File: config.mk
export PLATFORM = sky130hd
export DESIGN_NAME = column_trough_spacing_detector
export DESIGN_NICKNAME = d
export VERILOG_FILES = /design/src/ctsd_pkg.sv /design/src/column_trough_spacing_detector.sv /design/src/ctsd_col.sv
export SDC_FILE = /design/constraint.sdc
export NUM_CORES = 1
export LEC_CHECK = 0
export ABC_CLOCK_PERIOD_IN_PS = 33100
export BUFFER_PORTS_ARGS = -buffer_cell sky130_fd_sc_hd__buf_2
export CORE_MARGIN = 5
export CORE_UTILIZATION = 60
export DETAILED_ROUTE_END_ITERATION = 10
export HOLD_SLACK_MARGIN = 0.15
export PLACE_DENSITY = 0.77
export SETUP_SLACK_MARGIN = 0.05
export SLEW_MARGIN = 30
export SYNTH_ARGS = -nofsm -noshare
export SYNTH_HDL_FRONTEND = slang
export SYNTH_HIERARCHICAL = 1
export SYNTH_SLANG_ARGS = --single-unit
export TNS_END_PERCENT = 30
File: constraint.sdc
create_clock -name clk -period 33.1 [get_ports clk]
set_clock_uncertainty 0.15 [all_clocks]
set_input_delay 9.93 -clock clk [delete_from_list [all_inputs] [get_ports clk]]
set_output_delay 9.93 -clock clk [all_outputs]
set_load 0.02 [all_outputs]
File: src/ctsd_pkg.sv
// shared types and constants for the column trough spacing detector
`timescale 1ns / 1ps
`default_nettype none
package ctsd_pkg;

	localparam int PIX_W   = 8;
	localparam int OUT_W   = 12;
	localparam int CFG_W   = 13;
	localparam int CFG_A_W = 2;

	localparam logic [12:0] FRAME_ROWS_RST = 13'd4096;
	localparam logic [7:0]  NEAR_THR_RST   = 8'd10;
	localparam logic [7:0]  CONTR_THR_RST  = 8'd25;
	localparam logic [11:0] PLATEAU_RST    = 12'd10;

	typedef enum logic [CFG_A_W-1:0] {
		CFG_FRAME_ROWS = 2'd0,
		CFG_NEAR_THR   = 2'd1,
		CFG_CONTR_THR  = 2'd2,
		CFG_PLATEAU    = 2'd3
	} cfg_idx_t;

	typedef struct packed {
		logic [PIX_W-1:0] pixel_left;
		logic [PIX_W-1:0] pixel_center;
		logic [PIX_W-1:0] pixel_right;
		logic             frame_start;
	} pix_t;

	typedef struct packed {
		logic [OUT_W-1:0] trough_row;
		logic [OUT_W-1:0] gap_rows;
		logic             first_trough;
	} trough_t;

endpackage
`default_nettype wire

File: src/column_trough_spacing_detector.sv
// top level of the column trough spacing detector
// usage:
//   pix channel (pix_valid / pix_stall / pix) takes one image row per beat: the
//   transect pixel, its left and right neighbours and a frame_start flag for row 0.
//   trough channel (trough_valid / trough_stall / trough) gives one beat per kept
//   trough: its row, the gap from the previous kept trough and a first flag.
//   a row beat tests the row WINDOW_ROWS-2 rows back, so a trough shows up
//   when the row WINDOW_ROWS-2 below it has been taken.
//   a result passes the input stage, then the result register, on its way to the trough
//   port; one row beat per cycle is sustained while the receiver does not stall,
//   set by the single compare stage between the two registers.
//   cfg_we / cfg_index / cfg_data write the four settings; write only while idle.
//   reset clears the windows, the row counter and the trough history and loads
//   the default settings; rows count from reset as if a frame started there.
//   a stalled trough beat holds; pix_stall rises only when the input stage and
//   the result register are both full and the receiver stalls.
`timescale 1ns / 1ps
`default_nettype none
module column_trough_spacing_detector #(
	parameter int MAX_ROWS    = 4096,
	parameter int WINDOW_ROWS = 6
) (
	input  wire logic                              clk,
	input  wire logic                              arst_n,
	input  wire logic                              pix_valid,
	output logic                                   pix_stall,
	input  wire ctsd_pkg::pix_t                    pix,
	output logic                                   trough_valid,
	input  wire logic                              trough_stall,
	output ctsd_pkg::trough_t                      trough,
	input  wire logic                              cfg_we,
	input  wire logic [ctsd_pkg::CFG_A_W-1:0]      cfg_index,
	input  wire logic [ctsd_pkg::CFG_W-1:0]        cfg_data
);
	import ctsd_pkg::*;

	localparam int ROW_W = $clog2(MAX_ROWS);
	localparam int CW    = ((ROW_W > CFG_W) ? ROW_W : CFG_W) + 1;
	localparam int GW    = (ROW_W > OUT_W) ? ROW_W : OUT_W;
	localparam logic [ROW_W-1:0] ROW_MAX = ROW_W'(MAX_ROWS - 1);

	// settings
	logic [12:0] frame_rows_q;
	logic [7:0]  near_thr_q;
	logic [7:0]  contr_thr_q;
	logic [11:0] plateau_q;

	always_ff @(posedge clk or negedge arst_n) begin
		if (!arst_n) begin
			frame_rows_q <= FRAME_ROWS_RST;
			near_thr_q   <= NEAR_THR_RST;
			contr_thr_q  <= CONTR_THR_RST;
			plateau_q    <= PLATEAU_RST;
		end else if (cfg_we) begin
			case (cfg_idx_t'(cfg_index))
				CFG_FRAME_ROWS: frame_rows_q <= cfg_data;
				CFG_NEAR_THR:   near_thr_q   <= cfg_data[7:0];
				CFG_CONTR_THR:  contr_thr_q  <= cfg_data[7:0];
				CFG_PLATEAU:    plateau_q    <= cfg_data[11:0];
				default: ;
			endcase
		end
	end

	// handshake
	logic acc;
	logic adv;
	logic valid_s1;
	logic out_valid_q;

	assign pix_stall    = valid_s1 && out_valid_q && trough_stall;
	assign acc          = pix_valid && !pix_stall;
	assign adv          = valid_s1 && (!out_valid_q || !trough_stall);
	assign trough_valid = out_valid_q;

	// windows and row counter, updated on each row beat
	logic [WINDOW_ROWS-1:0][PIX_W-1:0] win_l_q;
	logic [WINDOW_ROWS-1:0][PIX_W-1:0] win_c_q;
	logic [WINDOW_ROWS-1:0][PIX_W-1:0] win_r_q;
	logic [ROW_W-1:0]                  row_cnt_q;
	logic [ROW_W-1:0]                  r_row;
	logic                              test_ok;
	logic [ROW_W-1:0]                  y_s1;
	logic                              test_s1;
	logic                              frame_s1;

	assign r_row   = pix.frame_start ? '0 : row_cnt_q;
	assign test_ok = (r_row < ROW_MAX) && (r_row >= ROW_W'(WINDOW_ROWS - 1))
		&& ((CW'(r_row) + CW'(2)) <= CW'(frame_rows_q));

	always_ff @(posedge clk or negedge arst_n) begin
		if (!arst_n) begin
			win_l_q   <= '0;
			win_c_q   <= '0;
			win_r_q   <= '0;
			row_cnt_q <= '0;
			valid_s1  <= 1'b0;
		end else begin
			if (acc) begin
				win_l_q   <= {pix.pixel_left,   win_l_q[WINDOW_ROWS-1:1]};
				win_c_q   <= {pix.pixel_center, win_c_q[WINDOW_ROWS-1:1]};
				win_r_q   <= {pix.pixel_right,  win_r_q[WINDOW_ROWS-1:1]};
				row_cnt_q <= (r_row < ROW_MAX) ? r_row + ROW_W'(1) : ROW_MAX;
				valid_s1  <= 1'b1;
			end else if (adv) begin
				valid_s1  <= 1'b0;
			end
		end
	end

	always_ff @(posedge clk) begin
		if (acc) begin
			y_s1     <= r_row - ROW_W'(WINDOW_ROWS - 2);
			test_s1  <= test_ok;
			frame_s1 <= pix.frame_start;
		end
	end

	// column tests on the shifted windows
	logic pass_l;
	logic pass_c;
	logic pass_r;

	ctsd_col #(.WINDOW_ROWS(WINDOW_ROWS)) u_col_l (
		.win(win_l_q), .near_thr(near_thr_q), .contr_thr(contr_thr_q), .pass(pass_l)
	);
	ctsd_col #(.WINDOW_ROWS(WINDOW_ROWS)) u_col_c (
		.win(win_c_q), .near_thr(near_thr_q), .contr_thr(contr_thr_q), .pass(pass_c)
	);
	ctsd_col #(.WINDOW_ROWS(WINDOW_ROWS)) u_col_r (
		.win(win_r_q), .near_thr(near_thr_q), .contr_thr(contr_thr_q), .pass(pass_r)
	);

	// plateau filter and result register
	logic             have_kept_q;
	logic [ROW_W-1:0] last_kept_q;
	logic             have_eff;
	logic [ROW_W-1:0] last_eff;
	logic [ROW_W-1:0] gap;
	logic [GW-1:0]    gap_ext;
	logic [GW-1:0]    y_ext;
	logic             hit;
	logic             emit;

	assign have_eff = frame_s1 ? 1'b0 : have_kept_q;
	assign last_eff = frame_s1 ? '0 : last_kept_q;
	assign gap      = y_s1 - last_eff;
	assign gap_ext  = GW'(gap);
	assign y_ext    = GW'(y_s1);
	assign hit      = test_s1 && pass_c && (pass_l || pass_r);
	assign emit     = hit && !(have_eff && (gap_ext < GW'(plateau_q)));

	always_ff @(posedge clk or negedge arst_n) begin
		if (!arst_n) begin
			have_kept_q <= 1'b0;
			last_kept_q <= '0;
			out_valid_q <= 1'b0;
		end else if (adv) begin
			out_valid_q <= emit;
			if (emit) begin
				have_kept_q <= 1'b1;
				last_kept_q <= y_s1;
			end else begin
				have_kept_q <= have_eff;
				last_kept_q <= last_eff;
			end
		end else if (out_valid_q && !trough_stall) begin
			out_valid_q <= 1'b0;
		end
	end

	always_ff @(posedge clk) begin
		if (adv && emit) begin
			trough.trough_row   <= y_ext[OUT_W-1:0];
			trough.gap_rows     <= have_eff ? gap_ext[OUT_W-1:0] : '0;
			trough.first_trough <= !have_eff;
		end
	end

	// checks
	a_stall_full: assert property (@(posedge clk) disable iff (!arst_n)
		pix_stall |-> (valid_s1 && out_valid_q))
		else $error("input stalled with a free stage");

	a_first_gap: assert property (@(posedge clk) disable iff (!arst_n)
		(trough_valid && trough.first_trough) |-> (trough.gap_rows == '0))
		else $error("first trough with nonzero gap");

	a_frame_restart: assert property (@(posedge clk) disable iff (!arst_n)
		(acc && pix.frame_start) |=> (row_cnt_q == ROW_W'(1)))
		else $error("row counter did not restart on frame start");

	a_kept_after_emit: assert property (@(posedge clk) disable iff (!arst_n)
		(adv && emit) |=> (have_kept_q && trough_valid && (last_kept_q == $past(y_s1))))
		else $error("trough history not updated on emit");

endmodule
`default_nettype wire

File: src/ctsd_col.sv
// per-column window test: tested row near the window minimum and well below its maximum
`timescale 1ns / 1ps
`default_nettype none
module ctsd_col #(
	parameter int WINDOW_ROWS = 6
) (
	input  wire logic [WINDOW_ROWS-1:0][ctsd_pkg::PIX_W-1:0] win,
	input  wire logic [ctsd_pkg::PIX_W-1:0]                  near_thr,
	input  wire logic [ctsd_pkg::PIX_W-1:0]                  contr_thr,
	output logic                                              pass
);
	import ctsd_pkg::*;

	logic [PIX_W-1:0] lo;
	logic [PIX_W-1:0] hi;
	logic [PIX_W-1:0] val;

	always_comb begin
		lo = win[0];
		hi = win[0];
		for (int k = 1; k < WINDOW_ROWS; k++) begin
			if (win[k] < lo) begin
				lo = win[k];
			end
			if (win[k] > hi) begin
				hi = win[k];
			end
		end
	end

	// tested row sits one slot above the oldest
	assign val  = win[1];
	assign pass = ((val - lo) < near_thr) && ((hi - val) > contr_thr);

endmodule
`default_nettype wire
=== Word-level counts from Yosys, hierarchy flattened ===
Index checks and enable logic that the tools add are counted.

* Reduce and logical (&&, ||, !) cells: 29
* $add $sub $neg: 10
* Mux-type cells: 40
* Equal/unequal tests: 3
* Magnitude comparators: 40

{| class="wikitable"
|+ Operator list
! kind !! number
|-
| 2-to-1 mux 8 bit || 30
|-
| greater-than comparator 8 bit || 18
|-
| less-than comparator 8 bit || 18
|-
| 2-to-1 mux 12 bit || 4
|-
| subtractor 8 bit || 6
|-
| logical AND 1 bit || 15
|-
| adder 12 x 2 -> 13 bit (second input constant) || 1
|-
| <= comparator 13 bit || 1
|-
| adder 12 x 1 -> 12 bit (second input constant) || 1
|-
| greater-or-equal comparator 12 x 3 -> 1 bit (second input constant) || 1
|-
| less-than comparator 12 bit || 1
|-
| less-than comparator 12 bit (second input constant) || 1
|-
| subtractor 12 bit || 1
|-
| subtractor 12 x 3 -> 12 bit (second input constant) || 1
|-
| AND reduction 2 bit || 4
|-
| 2-to-1 mux 1 bit || 6
|-
| logical NOT 1 bit || 5
|-
| == test 2 bit (second input constant) || 2
|-
| nonzero test 2 bit || 2
|-
| == test 2 x 1 -> 1 bit (second input constant) || 1
|-
| logical NOT 2 bit || 1
|-
| logical OR 1 bit || 2
|}

* Register bits: 251
* Bits of input ports: 45
* Logic and storage cells: 155
* Output and inout bits: 27

=== Logic depth before layout (Yosys ltp) ===
Gate-level depths: netlist of the first run.

* Depth in word-level cells: 17
* Gate-level depth with buffers: 74
* Depth with buffers taken out: 71

=== Cells and area by module ===
Netlist of the first run, hierarchy kept.

{| class="wikitable"
|+ By module, submodules not included
! module !! cells an instance !! times used !! area an instance (um^2) !! sequential area each (um^2)
|-
| column_trough_spacing_detector || 1146 || 1 || 11123.2 || 6486.2
|-
| ctsd_col at u_col_l || 520 || 1 || 3826.2 || 0.0
|-
| ctsd_col at u_col_r || 504 || 1 || 3756.1 || 0.0
|-
| ctsd_col at u_col_c || 524 || 1 || 3693.5 || 0.0
|}

=== Worst setup path before layout of the first run ===
No wires, ideal clock.

* Kind: input port to output port
* From: in trough_stall
* To: out pix_stall
* Arrival time: 10.189 ns
* Slack: 12.831 ns
* Path buffers: 0
* Data required time: 23.020 ns
* Stages on the path: 2
* Cells stage by stage: nand3_1 -> inv_1

* Word-level cells in the longest chain between the ends: 1

{| class="wikitable"
|+ RTL lines
! element !! RTL line !! text
|-
| from (decl) || column_trough_spacing_detector.sv:29 || <nowiki>input wire logic trough_stall,</nowiki>
|-
| logical AND 1 bit || column_trough_spacing_detector.sv:71 || <nowiki>assign pix_stall = valid_s1 && out_valid_q && trough_stall;</nowiki>
|-
| to (decl) || column_trough_spacing_detector.sv:26 || <nowiki>output logic pix_stall,</nowiki>
|}

Every way passes these cells.

=== Worst setup path after layout of the first run ===
Same ends and word-level chain as after synthesis.

==> reports/qor.txt, run 1 <==
Reg clk slew, reported paths - 0.06 ns
Setup TNS - 0 ns
Setup slack after layout - 12.57 ns
Worst-skew pair later-pin latency - 0.60 ns
Nets - 3105
GR Overflow Total - 0
CTS root buffer - clkbuf_16
Final Setup Violations - 0
Register area - 6486 µm²
Place WS - 12.58 ns
Total of max-cap violations - 0
Post-DP HPWL - 43.82 mm
Yosys reg bits - 251
Critical path, cell by cell - buf_2 > nand3_1 > inv_1 > buf_2
Core Footprint - 36700 µm²
Initial antenna violation count - 0
Critical Path RT - 23.02 ns
Cts hold-fix bufs - 0
Critical Path AT - 10.45 ns
Number of I/O port buffers - 71
DRC - 0
Drt pass-1 iters - 7
Tightest Hold Check Type - reg -> reg
Boundary pin count - 72
Post-synth top area cell - dfrtp_1
Inst Count DP - 3168
Most frequent cell after synthesis - nand2_1
Synth cell types - 101
Worst stage delay on the critical path - 0.18 ns
First-pass GRT wire length - 95.93 mm
Ant diodes - 0
Chip Width - 203.2 µm
Most frequently used flop master after synthesis - dfrtp_1
Non-Filler Instances - 3224
DRT antenna net count - 0
CP Launch Type - primary input
GPL Wtd Cong - 0.9507
Area contributors post-synth - dfrtp_1 23%, ha_1 18%, nand2_1 9.2%, edfxtp_1 5.2%, inv_1 4.8%
Via count - 19240
Post-layout util - 66.11%
CTS sink count - 251
Synthesized Nets - 3067
Post-synth EDFFs - 39
Outcome - finished, final reports clean
Area growth syn-to-layout - 8.306%
Achievable Freq - 0.04870 GHz
Max stage delay cell, worst path - nand3_1
Post-CTS resize count - 0
DIE HEIGHT - 203.2 µm
1st-iter DRT viols - 1254
Routed wire length - 58.04 mm
Syn Std Cell Area - 22400 µm²
Worst Max-Slew Pin Slew - 0.9624 ns
Async SR Flop Fraction - 84.46%
Tot GR Track Use - 27.69%
Rel. slew slack - 35.45%
FILL cells - 2971
Largest net degree at the start of global routing - 102
RSZ-0062 raised after global routing - false
Post-DR vias/cell - 5.968
Min cycle time layout - 20.53 ns
Row cnt - 70
Maximum clock path buffer count - 3
Post-CTS setup repair buffer count - 0
Mapped Cells - 2694
Worst Setup End Kind - output port
Total Die Area - 41300 µm²
Worst-path fanout max - 3
Warnings from Yosys - 6
Share of layout cells above drive strength 1 - 9.833%
CTS H-Tree Depth - 1
Syn_area_per_cell - 8.314 µm²
Most used cell, CP - buf_2
Synth cell count leaders - 548 x nand2_1, 321 x ha_1, 289 x inv_1
Seq/Total Area, Yosys - 28.96%
Multi-input logic area - 14560 µm²
Final hold vios - 0
Vias in the first global route - 19045
Top cell type's share of synthesized area - 22.79%
Delay-heaviest family, CP - buffers and inverters
CTS buffer count - 30
DR WL/cell - 18.00 µm
Initial core utilization - 61.04%
Tcrit/Tclk final - 62.04%
Setup CP Type - in -> out
TritonCTS clock tree - built
Bufs and invs on worst path - 3
Pins Over Slew Limit - 0
-- per-layer routing --
metal	vias to the layer above	share of wire, %	GRT usage, %
met3	106	5.1	3.276
met5	-	0	0
li1	9415	-	-
met1	9184	45	37.55
met4	0	2.3	7.540
met2	535	47	47.25
-- per-stage QoR --
| stage | cell area, µm² | hold WS, ns |
|---|---|---|
| floorplan | 22400 | 0.2919 |
| global placement | 23140 | 0.3020 |
| detailed placement | 23170 | 0.3076 |
| CTS | 24250 | 0.3216 |
| global route | 24260 | 0.3519 |
| finish | 24260 | 0.3301 |
-- registers in the layout, indices dropped and copies added (netlist names) --
register      count
trough_valid      1
plateau_q        12
y_ext            12
contr_thr_q       8
frame_s1          1
win_c_q          48
frame_rows_q     13
trough           25
have_kept_q       1
win_l_q          48
last_kept_q      12
test_s1           1
near_thr_q        8
row_cnt_q        12
win_r_q          48
valid_s1          1
-- final timing paths --
| kind | start | endpoint | slack, ns | cells past startpoint |
|---|---|---|---|---|
| max | trough_stall | pix_stall | 12.57 | 4 |
| min | have_kept_q | have_kept_q | 0.33 | 1 |
| max reg2reg | win_c_q[9] | trough[0] | 17.87 | 67 |
| min reg2reg | have_kept_q | have_kept_q | 0.33 | 1 |
| max in group asynchronous | arst_n | win_c_q[32] | 22.42 | 2 |
| min in group asynchronous | arst_n | last_kept_q[8] | 9.22 | 1 |
-- final cells by class --
type | instances | area share, %
clock buffers | 37 | 3.285
clock inverters | 19 | 1.155
inverters | 289 | 4.492
multi-input cells | 2079 | 60.00
flip-flops and latches | 251 | 26.74
well taps | 468 | 2.414
repair buffers | 81 | 1.913
-- placed cells by master (no fill, tap or decap), types with 22 or more instances in the layout --
master,count
nand2_1,547
ha_1,321
inv_1,288
dfrtp_1,204
a21oi_1,174
nor2_1,130
o21ai_0,120
mux2i_1,86
mux2_2,78
buf_2,70
a21o_1,62
nand3_1,53
xnor2_1,46
nand2b_1,44
edfxtp_1,39
nor2b_1,36
clkbuf_16,30
nand4_1,28
and2_1,23
nor3_1,22
-- cell families (layout without fill, tap and decap cells) --
group | after synthesis | after routing | synth area share [%]
flops | 251 | 251 | 28.96
xor+xnor | 65 | 65 | 2.542
buf+inv | 364 | 426 | 6.150
fa+ha+maj | 333 | 333 | 18.78
mux | 169 | 169 | 8.100
compound gates | 552 | 552 | 16.16
simple gates | 960 | 960 | 19.31
Power of run 1 is not shown: default switching activity piles up to over one toggle a cycle in this logic, so the estimate is an artifact.
==> inputs of run 2 (changes only) <==
Settings changed: ABC_CLOCK_PERIOD_IN_PS 33100 to 18800, CORE_UTILIZATION 60 to 58, PLACE_DENSITY 0.77 to 0.78.
Clock period 33.1 ns to 18.8 ns, I/O delays scaled along.
==> reports/qor.txt, run 2 (same netlist as run 1, synthesis figures left out) <==
CTS root buffer - clkbuf_16
1st-iter DRT viols - 1488
Critical Path RT - 18.95 ns
Worst stage delay on the critical path - 0.83 ns
GPL Wtd Cong - 0.9564
Drt pass-1 iters - 5
Post-DR vias/cell - 5.919
Total Die Area - 42650 µm²
CP Launch Type - flop
DIE HEIGHT - 206.5 µm
Number of I/O port buffers - 71
Ant diodes - 0
Core Footprint - 38470 µm²
TritonCTS clock tree - built
Commonest non-fill, non-tap cells in the layout - 547 x nand2_1, 321 x ha_1, 288 x inv_1
DRC - 0
Most used cell, CP - o21ai_0
Tcrit/Tclk final - 80.81%
Min cycle time layout - 15.19 ns
Via count - 19384
Setup TNS - 0 ns
Final Setup Violations - 0
Commonest non-fill, non-tap cell in the layout - nand2_1
CTS sink count - 251
Worst Setup End Kind - flop
DR WL/cell - 18.00 µm
Maximum clock path buffer count - 3
DRT antenna net count - 0
R2R cell count - 67
Post-DP HPWL - 44.53 mm
Tightest Hold Check Type - reg -> reg
CTS buffer count - 31
Critical Path AT - 15.34 ns
Worst-skew pair later-pin latency - 0.60 ns
Setup CP Type - reg -> reg
Boundary pin count - 72
Share of layout cells above drive strength 1 - 9.830%
Largest net degree at the start of global routing - 92
Final hold vios - 0
Pins Over Slew Limit - 0
Worst-path fanout max - 22
Hold path depth - 2
Initial antenna violation count - 0
Cts hold-fix bufs - 0
GR Overflow Total - 0
Outcome - finished, final reports clean
Total of max-cap violations - 0
Post-CTS resize count - 0
CTS H-Tree Depth - 1
Chip Width - 206.5 µm
Area growth syn-to-layout - 8.619%
Worst Max-Slew Pin Slew - 0.9794 ns
Initial core utilization - 58.23%
RSZ-0062 raised after global routing - false
Post-CTS setup repair buffer count - 0
Tot GR Track Use - 27.32%
Nets - 3106
Max stage delay cell, worst path - a2111oi_0
Regs by FF count - win_c_q: 48 flops, win_l_q: 48 flops, win_r_q: 48 flops
Vias in the first global route - 19126
Achievable Freq - 0.06582 GHz
Row cnt - 72
Rel. slew slack - 34.32%
First-pass GRT wire length - 96.02 mm
Reg clk slew, reported paths - 0.06 ns
Routed wire length - 58.95 mm
run 2: changes by cell type in the layout (fill, tap and decap cells not counted), moves of 3 or more:
cell	before	now
clkbuf_1	5	8
clkinvlp_4	1	4
inv_6	4	1
clkinv_1	3	0
run 2: worst paths after layout:
| path | slack [ns] | start | endpoint |
|---|---|---|---|
| worst max-delay path | 3.61 | win_c_q[9] | trough[16] |
| worst min-delay path | 0.33 | win_c_q[1] | win_c_q[1] |
| worst max register to register | 3.61 | win_c_q[9] | trough[16] |
| worst min register to register | 0.33 | win_c_q[1] | win_c_q[1] |
| max in group asynchronous | 11.58 | arst_n | row_cnt_q[4] |
| min in group asynchronous | 4.88 | arst_n | win_l_q[24] |
run 2: critical path: cells and delay by family, from the launching register on:
kind	cells	cell delay (ns)
AOI/OAI and AO/OA	32	6.93
muxes	2	0.66
adders and majority gates	7	2.10
buffers and inverters	5	0.82
and+or+nand+nor	19	3.42
xor gates and xnor gates	2	0.30
DFF	1	0.47
run 2: layer usage:
layer	global-route usage, %	vias up	routed length [µm]
met1	37.11	9208	26240
met5	0	-	0
met2	46.19	621	27650
met4	8.032	0	1706
met3	3.123	120	3351
li1	-	9435	-
run 2: stage by stage:
stage          area (µm²)  utilization (%)  hold WS [ns]  cells  worst slack [ns]
6_report            24330            63.25        0.3301   3275             3.608
5_1_grt             24330            63.25        0.3588   3275             2.363
4_1_cts             24330            63.24        0.3278   3275             3.776
3_5_place_dp        23230            60.40        0.3133   3218             4.001
3_3_place_gp        23210            60.33        0.3124   3217             4.167
2_1_floorplan       22400                -        0.2919   2694             6.189
run 2: final cells by class:
class / instances / area [µm²]
Clock buffer: 41 / 833.3
Clock inverter: 16 / 259.0
Fill cell: 3345 / 14140
Inverter: 289 / 1090
Multi-Input combinational cell: 2079 / 14550
Sequential cell: 251 / 6486
Tap cell: 518 / 648.1
Timing Repair Buffer: 81 / 460.4
Power of run 2 is left out for the same reason.
==> inputs of run 3 (changes only) <==
Settings changed: ABC_AREA set to 1, ABC_CLOCK_PERIOD_IN_PS 18800 to 15600, CORE_UTILIZATION 58 to 60, PLACE_DENSITY 0.78 to 0.77.
Clock period 18.8 ns to 15.6 ns, I/O delays scaled along.
==> reports/qor.txt, run 3 <==
GPL Wtd Cong - 0.9072
CP Launch Type - flop
Tightest Hold Check Type - reg -> reg
RSZ-0062 raised after global routing - false
FILL cells - 3185
Mapped Cells - 3013
Core Footprint - 36520 µm²
Rel. slew slack - 35.95%
Post-CTS setup repair buffer count - 0
Ant diodes - 0
Outcome - finished, final reports clean
Routed wire length - 54.63 mm
CTS buffer count - 29
Most frequent cell after synthesis - nand2_1
Worst Max-Slew Pin Slew - 0.9608 ns
Most frequently used flop master after synthesis - dfrtp_1
Worst Setup End Kind - flop
Post-synth top area cell - dfrtp_1
Regs by FF count - win_c_q: 48 flops, win_l_q: 48 flops, win_r_q: 48 flops
Cts hold-fix bufs - 0
Via count - 19465
1st-iter DRT viols - 1224
Chip Width - 202.0 µm
Area contributors post-synth - dfrtp_1 23%, ha_1 18%, nand2_1 18%, inv_1 5.7%, edfxtp_1 5.3%
Setup CP Type - reg -> reg
Drt pass-1 iters - 5
Worst-skew pair later-pin latency - 0.59 ns
CTS root buffer - clkbuf_16
DRT antenna net count - 0
Nets - 3415
Achievable Freq - 0.08309 GHz
Boundary pin count - 72
TritonCTS clock tree - built
DIE HEIGHT - 202.0 µm
Post-synth EDFFs - 39
Pins Over Slew Limit - 0
Share of layout cells above drive strength 1 - 12.31%
Commonest non-fill, non-tap cells in the layout - 1039 x nand2_1, 338 x inv_1, 321 x ha_1
Synth cell count leaders - 1039 x nand2_1, 338 x inv_1, 321 x ha_1
DR WL/cell - 15.47 µm
GR Overflow Total - 0
Max stage delay cell, worst path - nor2_4
CTS H-Tree Depth - 1
Register area - 6486 µm²
Initial antenna violation count - 1
Syn_area_per_cell - 7.342 µm²
Critical Path RT - 15.67 ns
Tcrit/Tclk final - 77.15%
Commonest non-fill, non-tap cell in the layout - nand2_1
Synthesized Nets - 3386
First-pass GRT wire length - 92.38 mm
Critical Path AT - 12.10 ns
Reg clk slew, reported paths - 0.07 ns
Top cell type's share of synthesized area - 23.08%
Seq/Total Area, Yosys - 29.32%
Most used cell, CP - nand2_1
Final Setup Violations - 0
Warnings from Yosys - 6
Number of I/O port buffers - 71
Async SR Flop Fraction - 84.46%
Multi-input logic area - 13830 µm²
Largest net degree at the start of global routing - 102
Yosys reg bits - 251
Final hold vios - 0
Post-DR vias/cell - 5.513
Min cycle time layout - 12.03 ns
Worst-path fanout max - 25
Maximum clock path buffer count - 3
Tot GR Track Use - 26.72%
Vias in the first global route - 19012
Initial core utilization - 60.57%
Total of max-cap violations - 0
Post-CTS resize count - 0
Setup TNS - 0 ns
DRC - 0
Total Die Area - 40810 µm²
Synth cell types - 56
Syn Std Cell Area - 22120 µm²
CTS sink count - 251
Worst stage delay on the critical path - 0.60 ns
Area growth syn-to-layout - 6.866%
Row cnt - 70
Post-DP HPWL - 41.67 mm
[run 3: cell types whose count changed after synthesis, moves of 29 or more]
cell      before   now
a21o_1        62    12
a21oi_1      174   145
inv_1        289   338
mux2_2        78     0
mux2i_1       86     0
nand2_1      548  1039
nand2_2        0    83
nand2b_1      44     0
nand3_1       53    98
nor2b_1       36     3
o21ai_0      120   203
o21ai_2        5    74
[run 3: cells by family after synthesis]
family / share of synthesized area [%]
AND/OR/NAND/NOR: 27.47
buffers and inverters: 8.207
flip-flops: 29.32
AO/OA/AOI/OAI: 13.80
XOR/XNOR: 2.415
adder cells (fa/ha/maj): 18.79
[run 3: layout make-up]
cell class,count,area share (%)
inverter,364,5.843
multi-input combinational,2321,58.51
tap,468,2.477
sequential,251,27.44
clock buffer,32,3.160
timing repair buffer,75,1.688
clock inverter,20,0.8838
[run 3: worst paths after layout]
kind,startpoint,end,slack (ns),cells after the start
min in group asynchronous,arst_n,trough_valid,3.91,1
max in group asynchronous,arst_n,win_l_q[39],10.07,2
setup reg to reg,win_l_q[15],trough[19],3.57,57
hold / removal,y_ext[11],trough[24],0.30,0
setup / recovery,win_l_q[15],trough[19],3.57,57
hold reg to reg,y_ext[11],trough[24],0.30,0
[run 3: routing by layer]
| metal | routed length [µm] | global-route usage [%] | part of all wire [%] |
|---|---|---|---|
| met1 | 24460 | 35.61 | 45 |
| met2 | 26070 | 46.45 | 48 |
| met3 | 2782 | 3.112 | 5.1 |
| met4 | 1300 | 6.958 | 2.4 |
| met5 | 13 | 0 | 0.024 |
[run 3: worst max-delay path: cells and delay by family (launching register included)]
kind / cells / cell delay (ns)
AOI/OAI and AO/OA: 20 / 3.73
DFF: 1 / 0.50
adders and majority gates: 7 / 2.12
and+or+nand+nor: 27 / 4.56
buffers and inverters: 2 / 0.41
xor gates and xnor gates: 1 / 0.15
[run 3: metrics by stage]
stage	area (µm²)	hold WS (ns)	cells	util (%)	setup WS (ns)
after global placement	22680	0.2913	3479	62.09	3.578
after detailed placement	22680	0.2878	3479	62.10	3.640
after CTS	23640	0.3085	3531	64.72	3.608
after global routing	23640	0.3236	3531	64.73	2.430
final	23640	0.3046	3531	64.73	3.565
after floorplan	22120	0.2764	3013	-	4.709
Power of run 3 is left out for the same reason.
